$ cat config.mk
export PLATFORM = sky130hd
export DESIGN_NAME = base64url_stream_encoder_top_flat
export DESIGN_NICKNAME = d
export VERILOG_FILES = /design/src/design/b64u_pkg.sv /design/src/design/b64u_byte_if.sv /design/src/design/b64u_char_if.sv /design/src/design/b64u_enc_core.sv /design/src/design/base64url_stream_encoder_top.sv /design/src/flat_wrapper.sv
export VERILOG_INCLUDE_DIRS = /design/src /design/src/design
export SDC_FILE = /design/constraint.sdc
export NUM_CORES = 1
export LEC_CHECK = 0
export BUFFER_PORTS_ARGS = -buffer_cell sky130_fd_sc_hd__buf_2
export CORE_MARGIN = 1
export CORE_UTILIZATION = 35
export CTS_BUF_LIST = sky130_fd_sc_hd__clkbuf_8
export CTS_CLUSTER_SIZE = 30
export DETAILED_ROUTE_END_ITERATION = 10
export GPL_TIMING_DRIVEN = 0
export PLACE_DENSITY_LB_ADDON = 0.05
export SLEW_MARGIN = 20
export SYNTH_ARGS = -nofsm -noshare
export SYNTH_HDL_FRONTEND = slang
export SYNTH_SLANG_ARGS = --single-unit
$ cat constraint.sdc
create_clock -name clk -period 3.4 [get_ports clk]
set_input_delay 0.17 -clock clk [delete_from_list [all_inputs] [get_ports clk]]
set_output_delay 0.17 -clock clk [all_outputs]
set_load 0.01 [all_outputs]
$ cat src/design/base64url_stream_encoder_top_defines.svh
// Assertion macros shared by the base64url stream encoder.
`ifndef BASE64URL_STREAM_ENCODER_TOP_DEFINES_SVH
`define BASE64URL_STREAM_ENCODER_TOP_DEFINES_SVH

// Same-cycle implication, sampled on clk, off while rst_n is low.
`define B64U_ASSERT_IMP(lbl, ante, cons) \
  lbl: assert property (@(posedge clk) disable iff (!rst_n) (ante) |-> (cons)) \
    else $error("base64url encoder: same-cycle check failed");

// Next-cycle implication, sampled on clk, off while rst_n is low.
`define B64U_ASSERT_NXT(lbl, ante, cons) \
  lbl: assert property (@(posedge clk) disable iff (!rst_n) (ante) |=> (cons)) \
    else $error("base64url encoder: next-cycle check failed");

`endif

$ cat src/design/b64u_pkg.sv
// Package: types, constants and the sextet-to-ASCII mapping of the encoder.
package b64u_pkg;

  typedef logic [7:0] byte_t;
  typedef logic [5:0] sextet_t;
  typedef logic [6:0] ascii_t;

  // Position inside a group of three bytes.
  typedef enum logic [2:0] {
    PH0 = 3'b001,
    PH1 = 3'b010,
    PH2 = 3'b100
  } phase_t;

  // One queued character beat.
  typedef struct packed {
    ascii_t code_char;
    logic   final_char;
  } char_beat_t;

  // What one byte produces: one or two beats.
  typedef struct packed {
    logic       two;
    char_beat_t c0;
    char_beat_t c1;
  } enc_t;

  localparam int unsigned QDEPTH = 4;
  localparam int unsigned QCNT_W = $clog2(QDEPTH + 1);

  localparam ascii_t ASCII_DASH       = 7'h2D;
  localparam ascii_t ASCII_UNDERSCORE = 7'h5F;

  function automatic ascii_t sextet_to_ascii(input sextet_t v);
    ascii_t c;
    case (v) inside
      [6'd0:6'd25]:  c = 7'(v) + 7'd65;
      [6'd26:6'd51]: c = 7'(v) + 7'd71;
      [6'd52:6'd61]: c = {1'b0, v - 6'd4};
      6'd62:         c = ASCII_DASH;
      default:       c = ASCII_UNDERSCORE;
    endcase
    return c;
  endfunction

endpackage

$ cat src/design/b64u_byte_if.sv
// Interface: raw byte channel with last-of-message mark.
interface b64u_byte_if;
  logic              valid;
  logic              ready;
  b64u_pkg::byte_t   data_byte;
  logic              end_of_message;

  modport source (output valid, output data_byte, output end_of_message, input ready);
  modport sink   (input valid, input data_byte, input end_of_message, output ready);
endinterface

$ cat src/design/b64u_char_if.sv
// Interface: encoded character channel with final-character mark.
interface b64u_char_if;
  logic              valid;
  logic              ready;
  b64u_pkg::ascii_t  code_char;
  logic              final_char;

  modport source (output valid, output code_char, output final_char, input ready);
  modport sink   (input valid, input code_char, input final_char, output ready);
endinterface

$ cat src/design/b64u_enc_core.sv
// Module: group-phase tracker and sextet builder for one byte.
module b64u_enc_core (
  input  logic             clk,
  input  logic             rst_n,
  input  logic             accept,
  input  b64u_pkg::byte_t  data_byte,
  input  logic             end_of_message,
  output b64u_pkg::enc_t   enc
);
  import b64u_pkg::*;

  phase_t      phase_r, phase_nxt;
  logic [3:0]  resid_r, resid_nxt;
  sextet_t     s0, s1;
  logic        two;
  phase_t      ph_after;
  logic [3:0]  res_after;

  always_comb begin
    s1        = data_byte[5:0];
    two       = 1'b0;
    case (phase_r)
      PH1: begin
        s0        = {resid_r[1:0], data_byte[7:4]};
        res_after = data_byte[3:0];
        ph_after  = PH2;
      end
      PH2: begin
        s0        = {resid_r[3:0], data_byte[7:6]};
        two       = 1'b1;
        res_after = 4'd0;
        ph_after  = PH0;
      end
      default: begin
        s0        = data_byte[7:2];
        res_after = {2'b00, data_byte[1:0]};
        ph_after  = PH1;
      end
    endcase

    // Flush leftover bits, zero-filled on the right.
    if (end_of_message && !two) begin
      two = 1'b1;
      s1  = (ph_after == PH1) ? {res_after[1:0], 4'd0} : {res_after[3:0], 2'd0};
    end

    phase_nxt = end_of_message ? PH0  : ph_after;
    resid_nxt = end_of_message ? 4'd0 : res_after;

    enc.two           = two;
    enc.c0.code_char  = sextet_to_ascii(s0);
    enc.c0.final_char = 1'b0;
    enc.c1.code_char  = sextet_to_ascii(s1);
    enc.c1.final_char = end_of_message;
  end

  always_ff @(posedge clk) begin
    if (!rst_n) begin
      phase_r <= PH0;
      resid_r <= 4'd0;
    end else if (accept) begin
      phase_r <= phase_nxt;
      resid_r <= resid_nxt;
    end
  end

endmodule

$ cat src/design/base64url_stream_encoder_top.sv
// Top level: base64url (URL-safe, unpadded) byte-to-character stream encoder.
//
// Input channel in_bus carries one raw byte per beat plus end_of_message,
// which marks the last byte of a message. Output channel out_bus carries one
// ASCII character per beat; final_char is set on the last character of a
// message. Both channels use valid/ready; a beat moves when both are high.
// Each byte yields one or two characters: the first two bytes of a group of
// three yield one, the third yields two, and the last byte of a message
// always yields two (its leftover bits are flushed as a zero-filled char).
// Latency: with the queue empty, a byte's first character is offered the
// cycle after the byte is taken. Throughput: one character per ready cycle on
// the output; the output port is the limit. A four-entry character queue sits
// between the encoder and the output, so bytes keep arriving while earlier
// characters wait; in_bus.ready drops only when fewer than two queue slots
// would be free. A receiver stall fills the queue and then holds bytes back;
// nothing is lost. Synchronous reset (rst_n low) empties the queue and
// returns the group phase to the start of a message.
module base64url_stream_encoder_top (
  input  logic   clk,
  input  logic   rst_n,
  b64u_byte_if.sink   in_bus,
  b64u_char_if.source out_bus
);
  import b64u_pkg::*;
  `include "base64url_stream_encoder_top_defines.svh"

  enc_t                 enc;
  logic                 push, pop;
  logic [QCNT_W-1:0]    cnt_r, cnt_nxt;
  logic [QCNT_W-1:0]    base;
  char_beat_t           q_r   [QDEPTH];
  char_beat_t           q_nxt [QDEPTH];

  // Take a byte only when two slots are guaranteed free.
  assign in_bus.ready = (cnt_r < QCNT_W'(QDEPTH - 1));
  assign push         = in_bus.valid && in_bus.ready;

  assign out_bus.valid      = (cnt_r != '0);
  assign out_bus.code_char  = q_r[0].code_char;
  assign out_bus.final_char = q_r[0].final_char;
  assign pop                = out_bus.valid && out_bus.ready;

  b64u_enc_core u_core (
    .clk            (clk),
    .rst_n          (rst_n),
    .accept         (push),
    .data_byte      (in_bus.data_byte),
    .end_of_message (in_bus.end_of_message),
    .enc            (enc)
  );

  // Shift-out queue: head at entry 0; advance on pop, append after survivors.
  always_comb begin
    base = cnt_r - QCNT_W'(pop);
    for (int i = 0; i < QDEPTH - 1; i++) begin
      q_nxt[i] = pop ? q_r[i+1] : q_r[i];
    end
    q_nxt[QDEPTH-1] = q_r[QDEPTH-1];
    for (int i = 0; i < QDEPTH; i++) begin
      if (push && (QCNT_W'(i) == base)) begin
        q_nxt[i] = enc.c0;
      end
      if (push && enc.two && (QCNT_W'(i) == base + QCNT_W'(1))) begin
        q_nxt[i] = enc.c1;
      end
    end
    cnt_nxt = base + (push ? (enc.two ? QCNT_W'(2) : QCNT_W'(1)) : '0);
  end

  always_ff @(posedge clk) begin
    if (!rst_n) begin
      cnt_r <= '0;
    end else begin
      cnt_r <= cnt_nxt;
    end
  end

  always_ff @(posedge clk) begin
    q_r <= q_nxt;
  end

  // Queue never overruns.
  `B64U_ASSERT_IMP(a_cnt_bound, 1'b1, cnt_r <= QCNT_W'(QDEPTH))
  // Last byte of a message always lands two characters.
  `B64U_ASSERT_NXT(a_eom_two, push && in_bus.end_of_message, cnt_r >= QCNT_W'(2))
  // Input backpressure only while characters are pending.
  `B64U_ASSERT_IMP(a_stall_pending, !in_bus.ready, out_bus.valid)

endmodule

$ cat src/flat_wrapper.sv
// flat-port wrapper written by rule: the top's interface ports become plain ports
module base64url_stream_encoder_top_flat import b64u_pkg::*;
  (clk, rst_n, in_bus_valid, in_bus_data_byte, in_bus_end_of_message, in_bus_ready, out_bus_valid, out_bus_code_char, out_bus_final_char, out_bus_ready);
  b64u_byte_if in_bus_i ();
  b64u_char_if out_bus_i ();
  input  logic clk;
  input  logic rst_n;
  input wire logic [$bits(in_bus_i.valid)-1:0] in_bus_valid;
  input wire logic [$bits(in_bus_i.data_byte)-1:0] in_bus_data_byte;
  input wire logic [$bits(in_bus_i.end_of_message)-1:0] in_bus_end_of_message;
  output wire logic [$bits(in_bus_i.ready)-1:0] in_bus_ready;
  output wire logic [$bits(out_bus_i.valid)-1:0] out_bus_valid;
  output wire logic [$bits(out_bus_i.code_char)-1:0] out_bus_code_char;
  output wire logic [$bits(out_bus_i.final_char)-1:0] out_bus_final_char;
  input wire logic [$bits(out_bus_i.ready)-1:0] out_bus_ready;
  assign in_bus_i.valid = in_bus_valid;
  assign in_bus_i.data_byte = in_bus_data_byte;
  assign in_bus_i.end_of_message = in_bus_end_of_message;
  assign in_bus_ready = in_bus_i.ready;
  assign out_bus_valid = out_bus_i.valid;
  assign out_bus_code_char = out_bus_i.code_char;
  assign out_bus_final_char = out_bus_i.final_char;
  assign out_bus_i.ready = out_bus_ready;
  base64url_stream_encoder_top u_core (.clk(clk), .rst_n(rst_n), .in_bus(in_bus_i), .out_bus(out_bus_i));
endmodule
Yosys cells after proc, flatten, opt, wreduce, memory -nomap -nowiden:

Index checks and enable logic that the tools add are counted.

* register bits after elaboration: 42
* input bits: 13
* output and inout port bits: 10
* word-level logic and storage cells: 100

* $add $sub $neg: 9
* magnitude comparators: 13
* equality and inequality tests: 11
* muxes and demuxes: 30
* reduce and logical (&&, ||, !) cells: 26

Operator list (number)
* 8-bit 2-to-1 mux: 11
* 7-bit 2-to-1 mux: 8
* 6-bit by 7-bit adder with 7-bit output, second input constant: 4
* 6-bit less-or-equal comparator, second input constant: 4
* 1-bit logical AND: 18
* 2-bit by 3-bit == test with 1-bit output, first input constant: 4
* 6-bit == test, second input constant: 2
* 6-bit by 1-bit greater-or-equal comparator with 1-bit output, second input constant: 2
* 6-bit by 5-bit greater-or-equal comparator with 1-bit output, second input constant: 2
* 6-bit greater-or-equal comparator, second input constant: 2
* 6-bit by 5-bit less-or-equal comparator with 1-bit output, second input constant: 2
* 6-bit 2-to-1 mux: 2
* 6-bit case mux with 2 select lines: 1
* 3-bit nonzero test: 4
* 6-bit by 3-bit subtractor with 6-bit output, second input constant: 2
* 4-bit case mux with 2 select lines: 1
* 1-bit by 3-bit == test with 1-bit output, first input constant: 2
* 3-bit by 2-bit == test with 1-bit output, second input constant: 2
* 3-bit zero test: 2
* 3-bit 2-to-1 mux: 2
* 3-bit case mux with 2 select lines: 1
* 4-bit 2-to-1 mux: 1
* 3-bit by 1-bit adder with 3-bit output, second input constant: 1
* 3-bit adder: 1
* 7 further kinds: 8

Logic depth before layout (Yosys ltp):

Gate-level depths: netlist of the first run.

* word-level depth: 11
* depth in mapped cells: 15
* depth with buffers taken out: 12

Modules after synthesis:

A second synthesis of the first run with hierarchy kept.

* cell total of the unflattened synthesis: 456
* area, all modules: 3910.0 µm²

By module, submodules not included
* base64url_stream_encoder_top: times used 1, cells an instance 232, area an instance 2369.8 µm², seq. area each 1021.0 µm²
* b64u_enc_core: times used 1, cells an instance 224, area an instance 1540.2 µm², seq. area each 140.1 µm²

Worst setup path after synthesis of the first run:

OpenSTA, ideal clock, no wires.

* kind: flip-flop to flip-flop
* from: register u_core.cnt_r[2]
* to: register u_core.q_r[16] in the netlist's numbering (enable)
* setup time: 0.329 ns
* arrival: 3.135 ns
* required time: 3.071 ns
* slack: -0.064 ns
* stages on the path, launching flop included: 15
* buffers on the path: 3
* cell sequence: dfxtp_1 or3_1 nand2_1 inv_1 ha_1 ha_1 clkbuf_1 nor2_1 ha_1 o211ai_1 or2_2 clkbuf_1 and2_1 clkbuf_1 nand2_1

* longest elaborated chain between the ends: 7
* elaborated cells on any way between the ends: 12
* those cells by class: 2 x add/sub; 1 x order compare; 2 x eq/ne; 7 x reduce/logical

Ends and longest elaborated chain
* start: declaration: RTL line base64url_stream_encoder_top.sv:29 `logic [QCNT_W-1:0] cnt_r, cnt_nxt;`
* start signal: assignment: RTL line base64url_stream_encoder_top.sv:74 `cnt_r <= cnt_nxt;`
* 3-bit nonzero test *: RTL line base64url_stream_encoder_top.sv:38 `assign out_bus.valid = (cnt_r != '0);`
* via out_bus_valid: RTL line flat_wrapper.sv:12 `output wire logic [$bits(out_bus_i.valid)-1:0] out_bus_valid;`
* 1-bit logical AND *: RTL line base64url_stream_encoder_top.sv:41 `assign pop = out_bus.valid && out_bus.ready;`
* 3-bit by 1-bit subtractor with 3-bit output: RTL line base64url_stream_encoder_top.sv:54 `base = cnt_r - QCNT_W'(pop);`
* 3-bit by 1-bit adder with 3-bit output: RTL line base64url_stream_encoder_top.sv:63 `if (push && enc.two && (QCNT_W'(i) == base + QCNT_W'(1))) begin`
* 1-bit by 3-bit == test with 1-bit output: RTL line base64url_stream_encoder_top.sv:63
* 1-bit logical AND: RTL line base64url_stream_encoder_top.sv:63
* 3-bit nonzero test (no source line) *
* end signal: assignment: RTL line base64url_stream_encoder_top.sv:79 `q_r <= q_nxt;`
* end: declaration: RTL line base64url_stream_encoder_top.sv:31 `char_beat_t q_r [QDEPTH];`

The timed path passes the listed nets; every way through them passes the cells marked *.
A chain may end at the register's enable or synchronous reset.

==> metrics.md, run 1 <==
| Metric | Value |
|---|---|
| Critical Path Sink Type | register |
| Vias/cell | approximately 5.6 |
| Worst Hold Depth | 2 |
| Worst path arrival time | roughly 3.3 ns |
| GRT overflow | 0 |
| # diodes | 0 |
| Clock Latency Late Sink | approximately 0.30 ns |
| Detailed-route wire length | about 9000 um |
| Post-route clock skew | 0.0106 ns |
| Vias | 2953 |
| Synth Instances | 365 |
| Count leader, synth | nand2_1 |
| # rows | 35 |
| Setup Crit Path Kind | reg2reg |
| Share of layout cells above drive strength 1 | 27.7% |
| CTS Buffer Depth | 2 |
| Ports | 23 |
| Finished layout cell area | around 4000 sq um |
| Drt wl/cell | 17.1 um |
| Synthesis-to-layout area growth | 17.0% |
| Fill cells | 922 |
| Number of global-route vias before repair | approximately 2800 |
| Worst VDD drop | 240 uV |
| Area of the core | about 9300 sq um |
| Largest net degree at the start of global routing | 16 |
| Starting Density | 36.6% |
| Post-synth top cells | 36 x nand2_1, 32 x edfxtp_1, 22 x nor2_1 |
| Clock Sinks | between 40 and 50 |
| Finished Layout Cells | approximately 530 |
| Mapped Nets | between 300 and 400 |
| Routability cong. | 0.816 |
| Post-DP Area | 3680 sq um |
| Die height | approximately 100 um |
| YS warnings | 0 |
| # DRC | 0 |
| Leakage | 1.48 nW |
| Yosys reg bits | 42 |
| Req. time, crit path | about 3.4 ns |
| Clk root buf | clkbuf_8 |
| TritonCTS Buffers | 5 |
| Overall routing resource usage | 18.3% |
| Placed cell count | between 500 and 600 |
| Worst setup SP type | register |
| PwrDens | 642 nW/um^2 |
| Total power | ~0.0026 W |
| R2r endpoint | u_core.q_r[19] |
| Hold Slack | roughly 0.14 ns |
| Reg2reg setup slack | 0.12 ns |
| First-iteration detailed-routing DRC count | around 160 |
| Post-synthesis cell type count | 81 |
| Final Core Density | 42.8% |
| Hold Path Class | in2reg |
| CTS tree | built |
| Cell accounting for the most synthesized area | edfxtp_1 |
| Hold EP | u_core.u_core.phase_r[0] |
| Status | finished clean |
| Clock transition at path regs | about 0.09 ns |
| Critical path peak fanout | 10 |
| Chip Width | slightly above 100 um |
| CTS H-tree lvls | 2 |
| Final Hold Fails | 0 |
| Tmin final | around 3.3 ns |
| MaxCap Viol Count | 0 |
| Hold_sp | rst_n |
| Mapped cell area | around 3400 sq um |
| Final Cycle Share | 96.6% |
| Leading post-synthesis cells by cell area | edfxtp_1 28%, dfxtp_1 5.9%, ha_1 4.8% |
| Final ANT Viol Nets | 0 |
| Detailed placement HPWL | approximately 7000 um |
| Async SR Flop Fraction | 0% |
| Slew headroom | about three fifths |
| Register area share after synthesis | approximately a third |
| Final setup fails | 0 |
| Port-buffer cells | 21 |
| Initial antenna violation count | 0 |
| Die area | roughly 10000 sq um |
| Pins Over Slew Limit | 0 |
| Max Clk Rate | about 0.30 GHz |
| Slew @ Worst Pin | around 0.59 ns |
| Worst reg2reg path depth | 12 |
| Nets | between 400 and 500 |
| Yosys top cell area share | between 20% and 30% |
| First-pass GRT wire length | 14600 um |
| Synth Flop Type | edfxtp_1 |
| Detailed Routing Iterations Pass 1 | 4 |
| Avg Inst Size Synth | about 9.3 sq um |
| EDFF count, synth | 32 |
| Hold buffers post-CTS | 0 |
| Crit Reg-Reg Startpoint | u_core.u_core.phase_r[2] |
-- logic make-up after synthesis --
family	share of synthesized area, %
compound gates	28.1
xor+xnor	2.27
fa+ha+maj	5.35
buf+inv	6.16
flops	34.0
mux	2.68
simple gates	21.4
-- placed cells by master, fill, tap and decap left out, types with 13 or more instances in the layout --
| cell | count |
|---|---|
| nand2_1 | 32 |
| o221ai_1 | 18 |
| inv_1 | 15 |
| edfxtp_1 | 32 |
| nand3_1 | 14 |
| nor2_1 | 18 |
| buf_4 | 20 |
| a21oi_1 | 13 |
| buf_2 | 24 |
-- stage by stage --
| step | setup TNS (ns) | setup slack [ns] |
|---|---|---|
| floorplan | 0 | 0.0618 |
| finish | 0 | 0.117 |
| detailed placement | -13.68 | -0.430 |
| global placement | -12.27 | -0.404 |
| CTS | -0.320 | -0.0343 |
| global route | -0.272 | -0.0336 |
-- cell type report --
| type | instances | area [sq um] | share of cell area [%] |
|---|---|---|---|
| clock inverters | 3 | 48.8 | 1.22 |
| multi-input cells | 283 | 2180 | 54.7 |
| inverters | 16 | 60.1 | 1.50 |
| clock buffers | 5 | 68.8 | 1.72 |
| repair buffers | 29 | 165 | 4.14 |
| plain buffers | 19 | 143 | 3.57 |
| well taps | 129 | 161 | 4.04 |
| flip-flops and latches | 42 | 1160 | 29.1 |
-- power breakdown --
| part | leakage, nW | total, W | internal [W] | switching, W |
|---|---|---|---|---|
| sequential | 0.384 | 0.000925 | 0.000869 | 0.0000556 |
| clock | 0.0563 | 0.000410 | 0.000224 | 0.000187 |
| combinational | 1.04 | 0.00123 | 0.000509 | 0.000720 |
| total | 1.48 | 0.00256 | 0.00160 | 0.000962 |
-- what timing repair did --
| action | 4_1_cts | 5_1_grt |
|---|---|---|
| setup endpoints to repair | 60 | 61 |
| buffers inserted | 3 | 5 |
| resized for setup | 14 | 27 |
| hold endpoints to repair | 0 | 0 |
| pin swaps | 4 | 6 |
-- per-layer routing --
| metal | wire length (um) | global-route usage (%) |
|---|---|---|
| met5 | 0 | 0 |
| met4 | 119 | 4.24 |
| met3 | 282 | 1.73 |
| met2 | 4330 | 31.3 |
| met1 | 4280 | 25.0 |
-- registers in the layout (all words and copies together), names as in the netlist --
register,flops
u_core.cnt_r,3
u_core.out_bus.code_char,7
u_core.out_bus.final_char,1
u_core.q_r,24
u_core.u_core.phase_r,3
u_core.u_core.resid_r,4
-- worst max-delay path, cell delays in order, from the launching register on --
cell	delay, ns
dfxtp_2	0.36
buf_6	0.16
xnor2_2	0.19
nor2_2	0.20
o22a_2	0.22
inv_1	0.11
ha_2	0.22
or2_2	0.34
nand3_1	0.14
nand3_1	0.13
or4_4	0.55
a31oi_4	0.26
o221ai_1	0.13
-- how the worst max path moves through the flow --
| stage | start | endpoint | slack, ns | cells past startpoint |
|---|---|---|---|---|
| after floorplan | u_core.cnt_r[2] | u_core.q_r[16] | 0.06 | 14 |
| after global placement | u_core.cnt_r[2] | u_core.q_r[17] | -0.40 | 14 |
| after detailed placement | u_core.cnt_r[2] | u_core.q_r[17] | -0.43 | 14 |
| after CTS | u_core.cnt_r[2] | u_core.out_bus.code_char[4] | -0.03 | 12 |
| after global routing | u_core.u_core.phase_r[2] | u_core.q_r[19] | -0.03 | 12 |
| final | u_core.u_core.phase_r[2] | u_core.q_r[19] | 0.12 | 12 |
No activity file was read; power rests on OpenSTA's default activity.
==> inputs of run 2 (changes only) <==
--- a/config.mk
+++ b/config.mk
@@ -17,4 +17,5 @@
 export SLEW_MARGIN = 20
 export SYNTH_ARGS = -nofsm -noshare
 export SYNTH_HDL_FRONTEND = slang
+export SYNTH_HIERARCHICAL = 1
 export SYNTH_SLANG_ARGS = --single-unit
==> run 2 against run 1 <==
The run now ends with setup timing left. Final cell count increased by 24%. Sequential power increased by 1%. Fmax decreased by 3.6%. Clock skew increased by 0.0021 ns. Critical path type unchanged. Wire length increased by 44%.
==> metrics.md, run 2 <==
| Metric | Value |
|---|---|
| Status | finished with violations |
| Failing checks | setup timing |
| Hold_sp | rst_n |
| Overall routing resource usage | 22.5% (+4.1 points) |
| Final Core Density | 44.6% (+1.8 points) |
| CTS tree | built |
| Synth Flop Type | edfxtp_1 |
| MaxCap Viol Count | 0 (unchanged) |
| Yosys top cell area share | 24.6% (-3.6 points) |
| Most common cell after layout, fill and taps aside | buf_4 |
| Starting Density | 36.1% (-0.51 points) |
| Detailed Routing Iterations Pass 1 | 4 (unchanged) |
| Die height | 108 um (+6.9%) |
| Pins Over Slew Limit | 0 (unchanged) |
| Worst path arrival time | 3.55 ns (+0.24 ns) |
| Count leader, synth | clkbuf_1 |
| TritonCTS Buffers | 5 (unchanged) |
| Reg2reg setup slack | -0.006 ns (-0.12 ns) |
| Storage cell area | 1170 sq um (+0.43%) |
| Post-synthesis cell type count | 72 (-11%) |
| Worst setup SP type | register |
| Synthesis-to-layout area growth | 23.6% |
| CTS Buffer Depth | 2 (unchanged) |
| Post-synth top cells | 36 x clkbuf_1, 32 x edfxtp_1, 28 x nand3_1, 28 x o31ai_1, 26 x a31oi_1 |
| PwrDens | 709 nW/um^2 (+10%) |
| First-iteration detailed-routing DRC count | 201 (+23%) |
| Hold EP | u_core/u_core/phase_r[0] |
| Setup Crit Path Kind | reg2reg |
| Levels on crit path | 13 (+1) |
| R2r endpoint | u_core/q_r[11] |
| CP most frequent cell | buf_8 |
| Mapped Nets | 480 (+22%) |
| Synth Instances | 456 (+25%) |
| Slowest stage delay, CP | 0.53 ns (-0.02 ns) |
| Clock Latency Late Sink | 0.30 ns (about the same) |
| Detailed-route wire length | 13000 um (+44%) |
| # diodes | 0 (unchanged) |
| Post-route clock skew | 0.0127 ns (+0.00208 ns) |
| Req. time, crit path | 3.54 ns (+0.11 ns) |
| Slew headroom | 58.6% (-1.3 points) |
| Leakage | 1.66 nW (+13%) |
| Slew @ Worst Pin | 0.618 ns (+0.0238 ns) |
| Final setup fails | 1 (+1) |
| Nets | 533 (+26%) |
| Final Cycle Share | 100% (+3.6 points) |
| CTS H-tree lvls | 2 (unchanged) |
| Area of the core | 10800 sq um (+16%) |
| Initial antenna violation count | 0 (unchanged) |
| Critical Path Sink Type | register |
| Ports | 23 (unchanged) |
| Leading post-synthesis cells by cell area | edfxtp_1 25%, o31ai_1 5.4%, dfxtp_1 5.1% |
| Fill cells | 1115 (+21%) |
| Worst VDD drop | 297 uV (+24%) |
| First-pass GRT wire length | 20100 um (+38%) |
| Cell accounting for the most synthesized area | edfxtp_1 |
| Chip Width | 108 um (+6.9%) |
| # DRC | 0 (unchanged) |
| Max Clk Rate | 0.294 GHz (-3.6%) |
| CP top delay family | simple AND/OR/NAND/NOR gates |
| Clk root buf | clkbuf_8 |
| Clock Sinks | 42 (unchanged) |
| Final Hold Fails | 0 (unchanged) |
| Async SR Flop Fraction | 0% (unchanged) |
| Hold Path Class | in2reg |
| Vias/cell | 6.18 (+10%) |
| Vias | 4014 (+36%) |
| Worst Path Buf+Inv | 3 (+1) |
| Detailed placement HPWL | 9200 um (+35%) |
| Multi-input logic area | 2720 sq um (+24%) |
| Number of flip-flops in the largest register | 24 (unchanged) |
| Finished Layout Cells | 650 (+24%) |
| Setup TNS | -0.00551 ns (-0.00551 ns) |
| Max stage delay cell, worst path | or4_4 |
| Hold buffers post-CTS | 0 (unchanged) |
| YS warnings | 6 (+6) |
| GRT overflow | 0 (unchanged) |
| Register area share after synthesis | 29.7% (-4.3 points) |
| Cells along the critical path | buf_8 -> buf_8 -> o21ai_2 -> o21ai_1 -> o221a_2 -> buf_6 -> ha_4 -> or4_4 -> and2_4 -> a211o_1 -> o22ai_4 -> or4b_1 -> a31oi_1 |
| EDFF count, synth | 32 (unchanged) |
| Die area | 11600 sq um (+14%) |
| Worst Hold Depth | 2 (unchanged) |
| Clock transition at path regs | 0.08 ns (about the same) |
| # rows | 38 (+8.6%) |
| Yosys reg bits | 42 (unchanged) |
| Placed cell count | 618 (+20%) |
| Critical path peak fanout | 7 (-3) |
| Tmin final | 3.41 ns (+0.123 ns) |
| Final WS setup | -0.00551 ns (-0.123 ns) |
| Final ANT Viol Nets | 0 (unchanged) |
| Worst reg2reg path depth | 13 (+1) |
| Most frequent cells in the layout | 36 x buf_4, 32 x edfxtp_1, 31 x clkbuf_1, 28 x nand3_1 |
| Avg Inst Size Synth | 8.57 sq um (-8.3%) |
| Largest register by flop count | u_core/q_r |
| Share of layout cells above drive strength 1 | 28.0% (+0.33 points) |
| Routability cong. | 0.872 (+6.9%) |
| Number of global-route vias before repair | 3748 (+33%) |
| Largest net degree at the start of global routing | 14 (-2) |
| Drt wl/cell | 20.0 um (+17%) |
| Crit Reg-Reg Startpoint | u_core/u_core/phase_r[0] |
| Unrepaired setup endpoints after global routing | true |
| Mapped cell area | 3910 sq um (+15%) |
| Port-buffer cells | 21 (unchanged) |
## run 2: worst reg2reg max path: stages (launching register included)
cell     delay [ns]
dfxtp_4        0.36
buf_8          0.13
buf_8          0.13
o21ai_2        0.09
o21ai_1        0.07
o221a_2        0.32
buf_6          0.15
ha_4           0.15
or4_4          0.53
and2_4         0.19
a211o_1        0.31
o22ai_4        0.18
or4b_1         0.45
a31oi_1        0.18
## run 2: where the power goes
group          switching (W)  internal, W  leakage (nW)
Combinational        0.00124     0.000918          1.23
Clock               0.000185     0.000142        0.0493
Sequential         0.0000626     0.000874         0.384
## run 2: worst max path at each step
| stage | end | start | slack (ns) |
|---|---|---|---|
| after detailed placement | u_core/q_r[18] | u_core/u_core/phase_r[0] | -0.85 |
| after CTS | u_core/q_r[11] | u_core/u_core/phase_r[0] | 0.002 |
| final | u_core/q_r[11] | u_core/u_core/phase_r[0] | -0.006 |
| after global routing | u_core/q_r[11] | u_core/u_core/phase_r[0] | -0.08 |
| after global placement | u_core/q_r[18] | u_core/u_core/phase_r[0] | -0.84 |
| after floorplan | u_core/q_r[10] | u_core/u_core/phase_r[2] | 0.06 |
## run 2: repair_timing
action,CTS,global route
pin swaps,11,21
setup endpoints to repair,41,48
buffers inserted,11,16
resized for setup,30,55
hold endpoints to repair,0,0
## run 2: metrics by stage
stage / total power (W) / setup WS (ns) / hold slack (ns) / cell area [sq um]
2_1_floorplan: 0.00226 / 0.0611 / 0.232 / 3910
3_3_place_gp: 0.00275 / -0.839 / 0.422 / 4190
3_5_place_dp: 0.00277 / -0.852 / 0.427 / 4200
4_1_cts: 0.00322 / 0.00236 / 0.122 / 4470
5_1_grt: 0.00366 / -0.0830 / 0.135 / 4830
6_report: 0.00343 / -0.00551 / 0.131 / 4830
## run 2: area by class of cell
cell class / instances / area share, %
buffer: 54 / 6.24
inverter: 15 / 1.22
multi-input combinational: 342 / 56.2
sequential: 42 / 24.2
tap: 140 / 3.63
clock buffer: 5 / 1.42
clock inverter: 3 / 0.363
timing repair buffer: 49 / 6.71
## run 2: logic make-up (layout without fill, tap and decap cells)
| group | Yosys count | count (layout) | synth area share, % |
|---|---|---|---|
| mux | 12 | 12 | 3.36 |
| compound gates | 141 | 141 | 25.5 |
| other cells | 1 | 1 | 0.0959 |
| simple gates | 171 | 171 | 27.8 |
| fa+ha+maj | 11 | 11 | 3.71 |
| flops | 42 | 42 | 29.7 |
| buf+inv | 72 | 126 | 8.51 |
| xor+xnor | 6 | 6 | 1.34 |
## run 2: layer usage
metal	part of all wire [%]	global-route usage [%]	vias to the layer above
li1	-	-	1893
met5	0	0	-
met2	47	35.5	144
met4	1.5	7.73	0
met3	6.1	4.00	19
met1	45	30.6	1958
